[config.mk]
export PLATFORM = sky130hd
export DESIGN_NAME = sorted_alarm_deadline_queue_flat
export DESIGN_NICKNAME = d
export VERILOG_FILES = /design/src/hdl/sadq_pkg.sv /design/src/hdl/sadq_if.sv /design/src/hdl/sorted_alarm_deadline_queue.sv /design/src/hdl/sadq_apb_regs.sv /design/src/hdl/sadq_dp.sv /design/src/hdl/sadq_ctrl.sv /design/src/flat_wrapper.sv
export SDC_FILE = /design/constraint.sdc
export NUM_CORES = 2
export LEC_CHECK = 0
export ABC_AREA = 0
export ABC_CLOCK_PERIOD_IN_PS = 6530
export CORE_ASPECT_RATIO = 1.25
export CORE_MARGIN = 2
export CORE_UTILIZATION = 45
export CTS_CLUSTER_SIZE = 24
export DETAILED_ROUTE_END_ITERATION = 10
export DONT_BUFFER_PORTS = 1
export GPL_ROUTABILITY_DRIVEN = 0
export GPL_TIMING_DRIVEN = 0
export HOLD_SLACK_MARGIN = 0.08
export SLEW_MARGIN = 0
export SYNTH_ARGS = -nofsm -noshare
export SYNTH_HDL_FRONTEND = slang
export SYNTH_SLANG_ARGS = --single-unit
[constraint.sdc]
create_clock -name clk -period 6.53 [get_ports clk]
set_clock_uncertainty 0.15 [all_clocks]
set_input_delay 0.3265 -clock clk [delete_from_list [all_inputs] [get_ports clk]]
set_output_delay 0.3265 -clock clk [all_outputs]
set_load 0.02 [all_outputs]
[src/hdl/sadq_pkg.sv]
// ----------------------------------------------------------------------------
// Sorted alarm deadline queue package
//
// Shared constants, operation and result codes, and the command and status
// structs that join the controller to the datapath.
// ----------------------------------------------------------------------------
package sadq_pkg;

    // Default number of alarm slots.
    localparam int NUM_ALARMS_DEFAULT = 16;

    // Reset value of the tick period register, periodic tick and compare value.
    localparam logic [31:0] TICK_PERIOD_RESET = 32'd200000;

    // Configuration port geometry: one 32-bit register at byte address 0.
    localparam int APB_ADDR_W = 3;
    localparam int APB_DATA_W = 32;
    localparam int REG_IDX_W  = APB_ADDR_W - 2;

    // Register indexes.
    localparam logic [REG_IDX_W-1:0] REG_TICK_PERIOD = 1'b0;

    // Operation codes of an input item.
    localparam logic [1:0] FUNC_REBASE = 2'd0;
    localparam logic [1:0] FUNC_SLEEP  = 2'd1;
    localparam logic [1:0] FUNC_INTR   = 2'd2;

    // Result kinds.
    localparam logic [1:0] KIND_ACK     = 2'd0;
    localparam logic [1:0] KIND_WOKEN   = 2'd1;
    localparam logic [1:0] KIND_EXPIRED = 2'd2;
    localparam logic [1:0] KIND_DUP     = 2'd3;

    // Source of the alarm id carried by a result.
    typedef enum logic [1:0] {
        ID_ITEM,
        ID_HEAD,
        ID_ZERO
    } id_sel_t;

    // Commands from the controller to the datapath.
    typedef struct packed {
        logic       load_item;
        logic       rd_en;
        logic       rd_walk;
        logic       wr_now;
        logic       wr_sleep;
        logic       add_sleep;
        logic       walk_clr;
        logic       walk_inc;
        logic       insert;
        logic       tick_adv;
        logic       cmp_int;
        logic       emit;
        logic [1:0] emit_kind;
        id_sel_t    emit_sel;
        logic       emit_last;
        logic       pop;
    } sadq_cmd_t;

    // Status from the datapath to the controller.
    typedef struct packed {
        logic [1:0] func;
        logic       id_ok;
        logic       queued;
        logic       expired;
        logic       walk_end;
        logic       walk_zero;
        logic       gt_w;
        logic       le_now;
        logic       full;
        logic       out_free;
    } sadq_status_t;

endpackage

[src/hdl/sadq_if.sv]
// ----------------------------------------------------------------------------
// Sorted alarm deadline queue channel interfaces
//
// Valid/ready channels for the operation requests and for the results.
// ----------------------------------------------------------------------------
interface sadq_cmd_if;

    logic        valid;
    logic        ready;
    logic [1:0]  func;
    logic [3:0]  alarm_id;
    logic [63:0] sleep_ticks;
    logic [63:0] now;

    modport source (output valid, output func, output alarm_id, output sleep_ticks,
                    output now, input ready);
    modport sink (input valid, input func, input alarm_id, input sleep_ticks,
                  input now, output ready);

endinterface

interface sadq_res_if;

    logic        valid;
    logic        ready;
    logic [1:0]  kind;
    logic [3:0]  woken_id;
    logic [63:0] compare_value;
    logic        last;

    modport source (output valid, output kind, output woken_id, output compare_value,
                    output last, input ready);
    modport sink (input valid, input kind, input woken_id, input compare_value,
                  input last, output ready);

endinterface

[src/hdl/sorted_alarm_deadline_queue.sv]
// ----------------------------------------------------------------------------
// Sorted alarm deadline queue
//
// Keeps a 64-bit wake time per alarm and a queue of pending alarms sorted by
// wake time, and drives the timer compare value. Items are handled one at a
// time; a new item is taken while the previous result still waits in the
// result register. Sleep and interrupt handling walk through the queue,
// reading one wake time at a time from the single read port of the
// wake-time memory; an interrupt also waits whenever the result side
// stalls. The tick period register lies at byte address 0.
// ----------------------------------------------------------------------------
module sorted_alarm_deadline_queue
    import sadq_pkg::*;
#(
    parameter int NUM_ALARMS = NUM_ALARMS_DEFAULT
)
(
    input  logic                  clk,
    input  logic                  rst_n,
    sadq_cmd_if.sink              cmd,
    sadq_res_if.source            res,
    input  logic                  psel,
    input  logic                  penable,
    input  logic                  pwrite,
    input  logic [APB_ADDR_W-1:0] paddr,
    input  logic [APB_DATA_W-1:0] pwdata,
    output logic [APB_DATA_W-1:0] prdata,
    output logic                  pready
);

    logic [31:0]  period_value;
    sadq_cmd_t    dp_cmd;
    sadq_status_t dp_status;

    // Configuration registers.
    sadq_apb_regs u_regs (
        .clk          (clk),
        .rst_n        (rst_n),
        .psel         (psel),
        .penable      (penable),
        .pwrite       (pwrite),
        .paddr        (paddr),
        .pwdata       (pwdata),
        .prdata       (prdata),
        .pready       (pready),
        .period_value (period_value)
    );

    // Sequencer.
    sadq_ctrl u_ctrl (
        .clk      (clk),
        .rst_n    (rst_n),
        .in_valid (cmd.valid),
        .in_ready (cmd.ready),
        .status   (dp_status),
        .cmd      (dp_cmd)
    );

    // Queue, memory and result datapath.
    sadq_dp #(
        .NUM_ALARMS (NUM_ALARMS)
    ) u_dp (
        .clk           (clk),
        .rst_n         (rst_n),
        .func          (cmd.func),
        .alarm_id      (cmd.alarm_id),
        .sleep_ticks   (cmd.sleep_ticks),
        .now           (cmd.now),
        .period_value  (period_value),
        .cmd           (dp_cmd),
        .status        (dp_status),
        .res_valid     (res.valid),
        .res_ready     (res.ready),
        .kind          (res.kind),
        .woken_id      (res.woken_id),
        .compare_value (res.compare_value),
        .last          (res.last)
    );

endmodule

[src/hdl/sadq_apb_regs.sv]
// ----------------------------------------------------------------------------
// Sorted alarm deadline queue configuration registers
//
// APB-style register port holding the tick period. Writes complete in the
// access cycle; pready is tied high.
// ----------------------------------------------------------------------------
module sadq_apb_regs
    import sadq_pkg::*;
(
    input  logic                  clk,
    input  logic                  rst_n,
    input  logic                  psel,
    input  logic                  penable,
    input  logic                  pwrite,
    input  logic [APB_ADDR_W-1:0] paddr,
    input  logic [APB_DATA_W-1:0] pwdata,
    output logic [APB_DATA_W-1:0] prdata,
    output logic                  pready,
    output logic [31:0]           period_value
);

    logic [REG_IDX_W-1:0] reg_idx;
    logic                 wr_en;
    logic [31:0]          period_reg;

    // Registers are word aligned; the low two address bits are ignored.
    assign reg_idx = paddr[APB_ADDR_W-1:2];
    assign pready  = 1'b1;
    assign wr_en   = psel && penable && pwrite && pready;

    // Tick period register.
    always_ff @(posedge clk or negedge rst_n)
    begin
        if (!rst_n)
        begin
            period_reg <= TICK_PERIOD_RESET;
        end
        else if (wr_en && (reg_idx == REG_TICK_PERIOD))
        begin
            period_reg <= pwdata;
        end
    end

    // Read back; unmapped addresses read as zero.
    always_comb
    begin
        case (reg_idx)
            REG_TICK_PERIOD: prdata = period_reg;
            default:         prdata = '0;
        endcase
    end

    assign period_value = period_reg;

endmodule

[src/hdl/sadq_dp.sv]
// ----------------------------------------------------------------------------
// Sorted alarm deadline queue datapath
//
// Holds the wake-time memory, the sorted pending queue, the periodic tick,
// the compare value and the result register. Acts on controller commands.
// ----------------------------------------------------------------------------
module sadq_dp
    import sadq_pkg::*;
#(
    parameter int NUM_ALARMS = NUM_ALARMS_DEFAULT
)
(
    input  logic         clk,
    input  logic         rst_n,
    input  logic [1:0]   func,
    input  logic [3:0]   alarm_id,
    input  logic [63:0]  sleep_ticks,
    input  logic [63:0]  now,
    input  logic [31:0]  period_value,
    input  sadq_cmd_t    cmd,
    output sadq_status_t status,
    output logic         res_valid,
    input  logic         res_ready,
    output logic [1:0]   kind,
    output logic [3:0]   woken_id,
    output logic [63:0]  compare_value,
    output logic         last
);

    localparam int IDX_W = $clog2(NUM_ALARMS);
    localparam int CNT_W = $clog2(NUM_ALARMS + 1);
    localparam logic [CNT_W-1:0] CNT_MAX = CNT_W'(NUM_ALARMS);

    // Latched input item.
    logic [1:0]  func_reg;
    logic [3:0]  item_id_reg;
    logic [63:0] ticks_reg;
    logic [63:0] now_reg;

    // Wake-time memory with per-entry valid bits (unwritten entries read zero).
    logic [63:0]           wake_mem [NUM_ALARMS];
    logic [NUM_ALARMS-1:0] wake_vld_reg;
    logic [63:0]           rd_data_reg;
    logic                  rd_vld_reg;
    logic [IDX_W-1:0]      rd_addr;
    logic [63:0]           rd_word;
    logic                  wr_en;
    logic [63:0]           wr_data;

    // Pending queue, sorted by wake time.
    logic [IDX_W-1:0]      order_reg  [NUM_ALARMS];
    logic [IDX_W-1:0]      order_next [NUM_ALARMS];
    logic [NUM_ALARMS-1:0] queued_reg;
    logic [CNT_W-1:0]      count_reg;
    logic [CNT_W-1:0]      walk_reg;

    // Timing state.
    logic [63:0] w_reg;
    logic [63:0] ptick_reg;
    logic [63:0] compare_reg;

    // Result register.
    logic        out_valid_reg;
    logic [1:0]  out_kind_reg;
    logic [3:0]  out_id_reg;
    logic [63:0] out_cmp_reg;
    logic        out_last_reg;

    logic             id_ok;
    logic [IDX_W-1:0] id_idx;
    logic [IDX_W-1:0] walk_idx;
    logic [IDX_W-1:0] head_id;
    logic             head_valid;
    logic [64:0]      sleep_sum;
    logic [64:0]      tick_sum;
    logic [3:0]       emit_id;
    logic             out_free;

    // Address decode and arithmetic.
    assign id_ok      = {28'd0, item_id_reg} < 32'(NUM_ALARMS);
    assign id_idx     = IDX_W'(item_id_reg);
    assign walk_idx   = walk_reg[IDX_W-1:0];
    assign head_id    = order_reg[0];
    assign head_valid = (walk_reg != count_reg);
    assign rd_addr    = cmd.rd_walk ? order_reg[walk_idx] : id_idx;
    assign rd_word    = rd_vld_reg ? rd_data_reg : 64'd0;
    assign sleep_sum  = {1'b0, rd_word} + {1'b0, ticks_reg};
    assign tick_sum   = {1'b0, ptick_reg} + {33'd0, period_value};
    assign wr_en      = cmd.wr_now || cmd.wr_sleep;
    assign wr_data    = cmd.wr_now ? now_reg : w_reg;
    assign out_free   = !out_valid_reg || res_ready;

    // Capture the input item on a transfer.
    always_ff @(posedge clk)
    begin
        if (cmd.load_item)
        begin
            func_reg    <= func;
            item_id_reg <= alarm_id;
            ticks_reg   <= sleep_ticks;
            now_reg     <= now;
        end
    end

    // Wake-time memory: one write port, one registered read port.
    always_ff @(posedge clk)
    begin
        if (wr_en)
        begin
            wake_mem[id_idx] <= wr_data;
        end
        if (cmd.rd_en)
        begin
            rd_data_reg <= wake_mem[rd_addr];
        end
    end

    // Valid bits of the wake-time memory and of the read data.
    always_ff @(posedge clk or negedge rst_n)
    begin
        if (!rst_n)
        begin
            wake_vld_reg <= '0;
            rd_vld_reg   <= 1'b0;
        end
        else
        begin
            if (wr_en)
            begin
                wake_vld_reg[id_idx] <= 1'b1;
            end
            if (cmd.rd_en)
            begin
                rd_vld_reg <= wake_vld_reg[rd_addr];
            end
        end
    end

    // Saturating sleep sum.
    always_ff @(posedge clk)
    begin
        if (cmd.add_sleep)
        begin
            w_reg <= sleep_sum[64] ? {64{1'b1}} : sleep_sum[63:0];
        end
    end

    // Queue order: insert at the walk position, or pop the head.
    always_comb
    begin
        order_next = order_reg;
        if (cmd.insert)
        begin
            for (int i = 1; i < NUM_ALARMS; i++)
            begin
                if (CNT_W'(i) > walk_reg)
                begin
                    order_next[i] = order_reg[i-1];
                end
            end
            order_next[walk_idx] = id_idx;
        end
        else if (cmd.pop)
        begin
            for (int i = 0; i < NUM_ALARMS - 1; i++)
            begin
                order_next[i] = order_reg[i+1];
            end
        end
    end

    always_ff @(posedge clk)
    begin
        order_reg <= order_next;
    end

    // Queue bookkeeping, periodic tick and compare value.
    always_ff @(posedge clk or negedge rst_n)
    begin
        if (!rst_n)
        begin
            queued_reg  <= '0;
            count_reg   <= '0;
            walk_reg    <= '0;
            ptick_reg   <= {32'd0, TICK_PERIOD_RESET};
            compare_reg <= {32'd0, TICK_PERIOD_RESET};
        end
        else
        begin
            if (cmd.insert)
            begin
                queued_reg[id_idx] <= 1'b1;
                count_reg          <= count_reg + 1'b1;
            end
            else if (cmd.pop)
            begin
                queued_reg[head_id] <= 1'b0;
                count_reg           <= count_reg - 1'b1;
            end

            if (cmd.walk_clr)
            begin
                walk_reg <= '0;
            end
            else if (cmd.walk_inc)
            begin
                walk_reg <= walk_reg + 1'b1;
            end
            else if (cmd.pop)
            begin
                walk_reg <= walk_reg - 1'b1;
            end

            // The periodic tick advances once when it lies in the past.
            if (cmd.tick_adv && (ptick_reg < now_reg))
            begin
                ptick_reg <= tick_sum[64] ? {64{1'b1}} : tick_sum[63:0];
            end

            // A new queue head ahead of the periodic tick pulls the compare in.
            if (cmd.insert && (walk_reg == '0) && (w_reg < ptick_reg))
            begin
                compare_reg <= w_reg;
            end
            else if (cmd.cmp_int)
            begin
                compare_reg <= (head_valid && (rd_word < ptick_reg)) ? rd_word : ptick_reg;
            end
        end
    end

    // Alarm id carried by the result.
    always_comb
    begin
        case (cmd.emit_sel)
            ID_ITEM: emit_id = item_id_reg;
            ID_HEAD: emit_id = 4'(head_id);
            default: emit_id = 4'd0;
        endcase
    end

    // Result register.
    always_ff @(posedge clk)
    begin
        if (cmd.emit)
        begin
            out_kind_reg <= cmd.emit_kind;
            out_id_reg   <= emit_id;
            out_cmp_reg  <= compare_reg;
            out_last_reg <= cmd.emit_last;
        end
    end

    always_ff @(posedge clk or negedge rst_n)
    begin
        if (!rst_n)
        begin
            out_valid_reg <= 1'b0;
        end
        else if (cmd.emit)
        begin
            out_valid_reg <= 1'b1;
        end
        else if (res_ready)
        begin
            out_valid_reg <= 1'b0;
        end
    end

    assign res_valid     = out_valid_reg;
    assign kind          = out_kind_reg;
    assign woken_id      = out_id_reg;
    assign compare_value = out_cmp_reg;
    assign last          = out_last_reg;

    // Status back to the controller.
    assign status.func      = func_reg;
    assign status.id_ok     = id_ok;
    assign status.queued    = queued_reg[id_idx];
    assign status.expired   = (w_reg < now_reg);
    assign status.walk_end  = (walk_reg == count_reg);
    assign status.walk_zero = (walk_reg == '0);
    assign status.gt_w      = (w_reg > rd_word);
    assign status.le_now    = (rd_word <= now_reg);
    assign status.full      = (count_reg >= CNT_MAX);
    assign status.out_free  = out_free;

`ifndef SYNTH
    a_count_max: assert property (@(posedge clk) disable iff (!rst_n)
        count_reg <= CNT_MAX)
        else $error("pending count exceeds the number of alarms");

    a_flags_match: assert property (@(posedge clk) disable iff (!rst_n)
        $countones(queued_reg) == int'(count_reg))
        else $error("queued flags disagree with the pending count");

    a_pop_nonempty: assert property (@(posedge clk) disable iff (!rst_n)
        cmd.pop |-> ((walk_reg != '0) && (count_reg != '0)))
        else $error("pop from an empty queue or with no alarm left to wake");
`endif

endmodule

[src/hdl/sadq_ctrl.sv]
// ----------------------------------------------------------------------------
// Sorted alarm deadline queue controller
//
// State machine that sequences rebase, sleep insert and timer interrupt
// handling through the datapath, one input item at a time.
// ----------------------------------------------------------------------------
module sadq_ctrl
    import sadq_pkg::*;
(
    input  logic         clk,
    input  logic         rst_n,
    input  logic         in_valid,
    output logic         in_ready,
    input  sadq_status_t status,
    output sadq_cmd_t    cmd
);

    typedef enum logic [3:0] {
        S_IDLE,
        S_DECODE,
        S_SLP_ADD,
        S_SLP_CHK,
        S_WALK_RD,
        S_WALK_CMP,
        S_INSERT,
        S_EMIT,
        S_INT_RD,
        S_INT_CMP,
        S_INT_TICK,
        S_INT_COMP,
        S_INT_EMIT
    } state_t;

    state_t     state_reg;
    state_t     state_next;
    logic [1:0] kind_reg;
    logic [1:0] kind_next;

    // Next state and datapath commands.
    always_comb
    begin
        state_next = state_reg;
        kind_next  = kind_reg;
        cmd        = '0;
        in_ready   = (state_reg == S_IDLE);

        case (state_reg)
            S_IDLE:
            begin
                if (in_valid)
                begin
                    cmd.load_item = 1'b1;
                    state_next    = S_DECODE;
                end
            end

            S_DECODE:
            begin
                kind_next  = KIND_ACK;
                state_next = S_EMIT;
                case (status.func)
                    FUNC_INTR:
                    begin
                        cmd.walk_clr = 1'b1;
                        state_next   = S_INT_RD;
                    end
                    FUNC_REBASE:
                    begin
                        cmd.wr_now = status.id_ok;
                    end
                    FUNC_SLEEP:
                    begin
                        if (status.id_ok)
                        begin
                            if (status.queued)
                            begin
                                kind_next = KIND_DUP;
                            end
                            else
                            begin
                                cmd.rd_en  = 1'b1;
                                state_next = S_SLP_ADD;
                            end
                        end
                    end
                    default:
                    begin
                        state_next = S_EMIT;
                    end
                endcase
            end

            // Add the sleep ticks to the stored wake time.
            S_SLP_ADD:
            begin
                cmd.add_sleep = 1'b1;
                state_next    = S_SLP_CHK;
            end

            // Store the new wake time; a time already past is not queued.
            S_SLP_CHK:
            begin
                cmd.wr_sleep = 1'b1;
                if (status.expired)
                begin
                    kind_next  = KIND_EXPIRED;
                    state_next = S_EMIT;
                end
                else
                begin
                    cmd.walk_clr = 1'b1;
                    state_next   = S_WALK_RD;
                end
            end

            // Walk the queue for the first entry at or after the new time.
            S_WALK_RD:
            begin
                if (status.walk_end)
                begin
                    state_next = S_INSERT;
                end
                else
                begin
                    cmd.rd_en   = 1'b1;
                    cmd.rd_walk = 1'b1;
                    state_next  = S_WALK_CMP;
                end
            end

            S_WALK_CMP:
            begin
                if (status.gt_w)
                begin
                    cmd.walk_inc = 1'b1;
                    state_next   = S_WALK_RD;
                end
                else
                begin
                    state_next = S_INSERT;
                end
            end

            S_INSERT:
            begin
                cmd.insert = !status.full;
                state_next = S_EMIT;
            end

            // Single result of a rebase, a sleep or an unused operation code.
            S_EMIT:
            begin
                if (status.out_free)
                begin
                    cmd.emit      = 1'b1;
                    cmd.emit_kind = kind_reg;
                    cmd.emit_sel  = ID_ITEM;
                    cmd.emit_last = 1'b1;
                    state_next    = S_IDLE;
                end
            end

            // Count the due alarms from the queue head.
            S_INT_RD:
            begin
                if (status.walk_end)
                begin
                    state_next = S_INT_TICK;
                end
                else
                begin
                    cmd.rd_en   = 1'b1;
                    cmd.rd_walk = 1'b1;
                    state_next  = S_INT_CMP;
                end
            end

            S_INT_CMP:
            begin
                if (status.le_now)
                begin
                    cmd.walk_inc = 1'b1;
                    state_next   = S_INT_RD;
                end
                else
                begin
                    state_next = S_INT_TICK;
                end
            end

            S_INT_TICK:
            begin
                cmd.tick_adv = 1'b1;
                state_next   = S_INT_COMP;
            end

            S_INT_COMP:
            begin
                cmd.cmp_int = 1'b1;
                state_next  = S_INT_EMIT;
            end

            // Pop and report each woken alarm, then the closing result.
            S_INT_EMIT:
            begin
                if (status.out_free)
                begin
                    cmd.emit = 1'b1;
                    if (status.walk_zero)
                    begin
                        cmd.emit_kind = KIND_ACK;
                        cmd.emit_sel  = ID_ZERO;
                        cmd.emit_last = 1'b1;
                        state_next    = S_IDLE;
                    end
                    else
                    begin
                        cmd.emit_kind = KIND_WOKEN;
                        cmd.emit_sel  = ID_HEAD;
                        cmd.emit_last = 1'b0;
                        cmd.pop       = 1'b1;
                    end
                end
            end

            default:
            begin
                state_next = S_IDLE;
            end
        endcase
    end

    // State and registered result kind.
    always_ff @(posedge clk or negedge rst_n)
    begin
        if (!rst_n)
        begin
            state_reg <= S_IDLE;
            kind_reg  <= KIND_ACK;
        end
        else
        begin
            state_reg <= state_next;
            kind_reg  <= kind_next;
        end
    end

`ifndef SYNTH
    a_emit_free: assert property (@(posedge clk) disable iff (!rst_n)
        cmd.emit |-> status.out_free)
        else $error("result issued while the result register is occupied");

    a_insert_room: assert property (@(posedge clk) disable iff (!rst_n)
        cmd.insert |-> !status.full)
        else $error("insert into a full queue");
`endif

endmodule

[src/flat_wrapper.sv]
// flat-port wrapper written by rule: the top's interface ports become plain ports
module sorted_alarm_deadline_queue_flat import sadq_pkg::*;
#(
    parameter int NUM_ALARMS = NUM_ALARMS_DEFAULT
)
  (clk, rst_n, psel, penable, pwrite, paddr, pwdata, prdata, pready, cmd_valid, cmd_func, cmd_alarm_id, cmd_sleep_ticks, cmd_now, cmd_ready, res_valid, res_kind, res_woken_id, res_compare_value, res_last, res_ready);
  sadq_cmd_if cmd_i ();
  sadq_res_if res_i ();
  input  logic clk;
  input  logic rst_n;
  input  logic psel;
  input  logic penable;
  input  logic pwrite;
  input  logic [APB_ADDR_W-1:0] paddr;
  input  logic [APB_DATA_W-1:0] pwdata;
  output logic [APB_DATA_W-1:0] prdata;
  output logic pready;
  input wire logic [$bits(cmd_i.valid)-1:0] cmd_valid;
  input wire logic [$bits(cmd_i.func)-1:0] cmd_func;
  input wire logic [$bits(cmd_i.alarm_id)-1:0] cmd_alarm_id;
  input wire logic [$bits(cmd_i.sleep_ticks)-1:0] cmd_sleep_ticks;
  input wire logic [$bits(cmd_i.now)-1:0] cmd_now;
  output wire logic [$bits(cmd_i.ready)-1:0] cmd_ready;
  output wire logic [$bits(res_i.valid)-1:0] res_valid;
  output wire logic [$bits(res_i.kind)-1:0] res_kind;
  output wire logic [$bits(res_i.woken_id)-1:0] res_woken_id;
  output wire logic [$bits(res_i.compare_value)-1:0] res_compare_value;
  output wire logic [$bits(res_i.last)-1:0] res_last;
  input wire logic [$bits(res_i.ready)-1:0] res_ready;
  assign cmd_i.valid = cmd_valid;
  assign cmd_i.func = cmd_func;
  assign cmd_i.alarm_id = cmd_alarm_id;
  assign cmd_i.sleep_ticks = cmd_sleep_ticks;
  assign cmd_i.now = cmd_now;
  assign cmd_ready = cmd_i.ready;
  assign res_valid = res_i.valid;
  assign res_kind = res_i.kind;
  assign res_woken_id = res_i.woken_id;
  assign res_compare_value = res_i.compare_value;
  assign res_last = res_i.last;
  assign res_i.ready = res_ready;
  sorted_alarm_deadline_queue #(.NUM_ALARMS(NUM_ALARMS)) u_core (.clk(clk), .rst_n(rst_n), .cmd(cmd_i), .res(res_i), .psel(psel), .penable(penable), .pwrite(pwrite), .paddr(paddr), .pwdata(pwdata), .prdata(prdata), .pready(pready));
endmodule
==> results.md <==
- Mux cell area share after synthesis: ~7.5%
- Overflow left after global routing: 0
- Async SR Flop Fraction: about an eighth
- Fraction of final layout cells with drive strength greater than 1: about a tenth
- Buffer levels on the longest clock path: 3
- I/O Pins: 282
- Hold slack: about 18 ps
- Effective utilization at floorplan: 45.22%
- Number of flip-flops under the largest register name: 1024
- RSZ-0062 raised after global routing: false
- Post-route cell area: around 94000 um2
- Drt initial violations: just under 6000
- Post-synth top flop: edfxtp_1
- Critical path's top delay family: buffers and inverters
- Final worst setup slack: between 30 and 40 ps
- DR pass1 iterations: 9
- Post-route clock period utilization: 99.48%
- Number of vias per cell: 6.069
- Initial antenna violation count: 13
- Required time at the worst-slack endpoint: between 6000 and 7000 ps
- Count of buffers added by post-CTS timing repair for setup: 0
- Number of cells traversed by the worst register-to-register path: 21
- Total count of hold-check failures in the final report: 0
- Part of the Yosys area used for sequential elements: 59.67%
- Count of synthesis-stage warnings from yosys: 0
- Depth of the CTS H-tree: 4
- TritonCTS clock tree: done
- Max Cap Viol: 0
- Horizontal die dimension: 382.0 um
- DP HPWL: 192.7 mm
- Fraction of the mapped netlist area in simple logic gates: 9.169%
- Count of final setup violators: 0
- Number of cells on the critical path: 21
- Number of buffers created by CTS: 168
- Fraction of the mapped netlist area in compound gates: 11.99%
- Post-layout nets: 7510
- Rows: between 150 and 200
- Buf+Inv Stages, Crit Path: 8
- Count of different cell masters after synthesis: 93
- Most frequent cell on the critical path: a21oi_1
- Vias after detailed routing: between 50000 and 60000
- Post-synthesis share of cell area spent on xor and xnor gates: about 1.1%
- Remaining routing DRC violations: 0
- Data arrival time of the critical path: about 6900 ps
- Commonest cells after routing, fill and taps aside: edfxtp_1, nand2_1, ha_1, dlygate4sd3_1, mux2i_1
- Layout area overhead: 16.68%
- Global-route usage over all layers: 28.30%
- Antenna violation net count after detailed routing: 0
- Reg area: 47950 um2
- Crit path cell chain: buf_2 > clkbuf_2 > buf_2 > nand2_1 > inv_1 > ha_1 > clkbuf_1 > a21oi_1 > o21ai_0 > a21oi_1 > o221ai_1 > a31oi_1 > a21oi_1 > a31o_2 > nand4_1 > nand3_1 > o211ai_1 > buf_4 > buf_4 > clkbuf_1 > nand2_1
- Summed instance area of the synthesized netlist: 80360 um2
- Nature of the critical path endpoint: register
- Kind of start point of the critical path: register
- Die Area: 182000 um2
- Y dimension of the die: 476.5 um
- EDFF count, synth: ~1400
- Worst-Margin Slew: between 1000 and 1500 ps
- Static power due to leakage: 35.77 nW
- Critical-path cell with the highest stage delay: dfrtp_2
- Footprint of the multi-input gates: approximately 30000 um2
- Largest family of logic cells by synthesized area: compound AO/OA/AOI/OAI gates
- Total wirelength of the detailed-routed design: 261.6 mm
- Share of synthesized cell area in full adder, half adder and majority cells: 7.455%
- CP max FO: 10
- Maximum resistive drop on vdd: 288.6 uV
- Placement Setup Slack: -965.3 ps
- Clk slew on worst S/H paths: 70 ps
- Number of clock sinks: 1631
- Largest stage delay on the critical path: 560 ps
- Shortest period the worst path allows: 6496 ps
- Global-route wire length before repair: 378.8 mm
- Layout filler cell count: 14830
- Post-Synthesis Cells: 6257
- Worst slew margin relative to its limit: 5.552%
- Via count of the first global-routing pass: approximately 56000
- Register with the highest flop count: u_core.u_dp.wake_mem
- Most common cell after layout, fill and taps aside: edfxtp_1
- Post-synthesis area per instance: 12.84 um2
- Core ar.: 177700 um2
- Buffer type at the clock tree root: clkbuf_16
- Number of I/O port buffers: 0
- Average wire per cell in the routed design: 27.91 um
- Placed Instance Area: between 80000 and 90000 um2
- Power density of the placed cells: 458.0 nW/um2
- Hold WC Path Type: in -> async
- Pins over their slew limit: 0
- Crit Path Category: reg -> reg
- Insertion delay to the later sink of the worst-skew pair: 830 ps
- Peak Freq: roughly 150 MHz
- Maximum number of pins on one net before global-route repair: 211
- Run status: completed
- Synthesized Nets: 6905
- Number of synthesized register bits: 1631
[repair_timing]
action	in CTS	in global routing
hold endpoints to repair	412	0
hold buffers	336	0
resized for setup	7	4
setup endpoints to repair	112	81
[kinds of logic (layout without fill, tap and decap cells)]
family,Yosys count,count (layout)
compound gates,1430,1430
mux,480,480
other cells,1,7
flops,1631,1631
simple gates,1540,1540
buf+inv,595,1342
xor+xnor,101,101
fa+ha+maj,479,479
[synthesized netlist by cell type (65+ instances only)]
cell type / number / area share [%]
and2_1: 156 / 1.2
a21o_1: 221 / 2.1
dfrtp_1: 192 / 6.0
edfxtp_1: 1421 / 53
xnor2_1: 72 / 0.78
clkbuf_1: 200 / 0.93
mux2i_1: 333 / 4.1
a31oi_1: 137 / 1.1
nand3_1: 143 / 0.89
nor2_1: 245 / 1.1
ha_1: 470 / 7.3
nand4_1: 86 / 0.67
nand2_1: 611 / 2.9
a311oi_1: 65 / 0.71
nor2b_1: 67 / 0.52
a21oi_1: 284 / 1.8
a211oi_1: 228 / 2.1
inv_1: 274 / 1.3
mux4_2: 90 / 2.5
o21ai_0: 229 / 1.4
[path summary, 6_finish.rpt]
kind / start / to / slack [ps]
hold / removal: rst_n / u_core.u_dp.ptick_reg[18] / 20
max in group asynchronous: rst_n / u_core.u_dp.compare_reg[60] / 5090
setup / recovery: u_core.u_dp.rd_vld_reg / u_core.u_dp.w_reg[25] / 30
hold reg to reg: u_core.u_dp.compare_reg[63] / u_core.u_dp.compare_value[63] / 290
setup reg to reg: u_core.u_dp.rd_vld_reg / u_core.u_dp.w_reg[25] / 30
min in group clk: cmd_sleep_ticks[9] / u_core.u_dp.ticks_reg[9] / 190
[per-layer routing]
| layer | vias to the layer above | wire, um | track usage (%) |
|---|---|---|---|
| met5 | - | 13 | 0 |
| met4 | 2 | 13890 | 13.61 |
| met3 | 545 | 20150 | 4.023 |
| met2 | 2722 | 123400 | 46.11 |
| met1 | 28410 | 104100 | 37.21 |
| li1 | 25200 | - | - |
[layout make-up]
cell class	instances	share of cell area (%)
Antenna cell	6	0.01601
Tap cell	2362	3.152
Timing Repair Buffer	435	5.162
Multi-Input combinational cell	4031	32.13
Clock buffer	231	4.945
Inverter	277	1.109
Buffer	318	1.588
Sequential cell	1631	51.14
Clock inverter	81	0.7553
[stage by stage]
step	utilization [%]	cells	setup TNS [ps]	power, mW
2_1_floorplan	-	6257	0	26.36
3_3_place_gp	46.88	8619	-3379190	32.49
3_5_place_dp	47.83	8718	-66190	32.96
4_1_cts	52.74	9366	0	42.74
5_1_grt	52.76	9370	0	44.87
6_report	52.76	9372	0	42.94
[report_power, final]
part           internal (mW)  switching [mW]
clock network           5.34            4.16
registers               13.7            1.35
logic                   6.69            11.7
total                   25.7            17.2
Note: power is estimated with default switching activity, not from simulation.
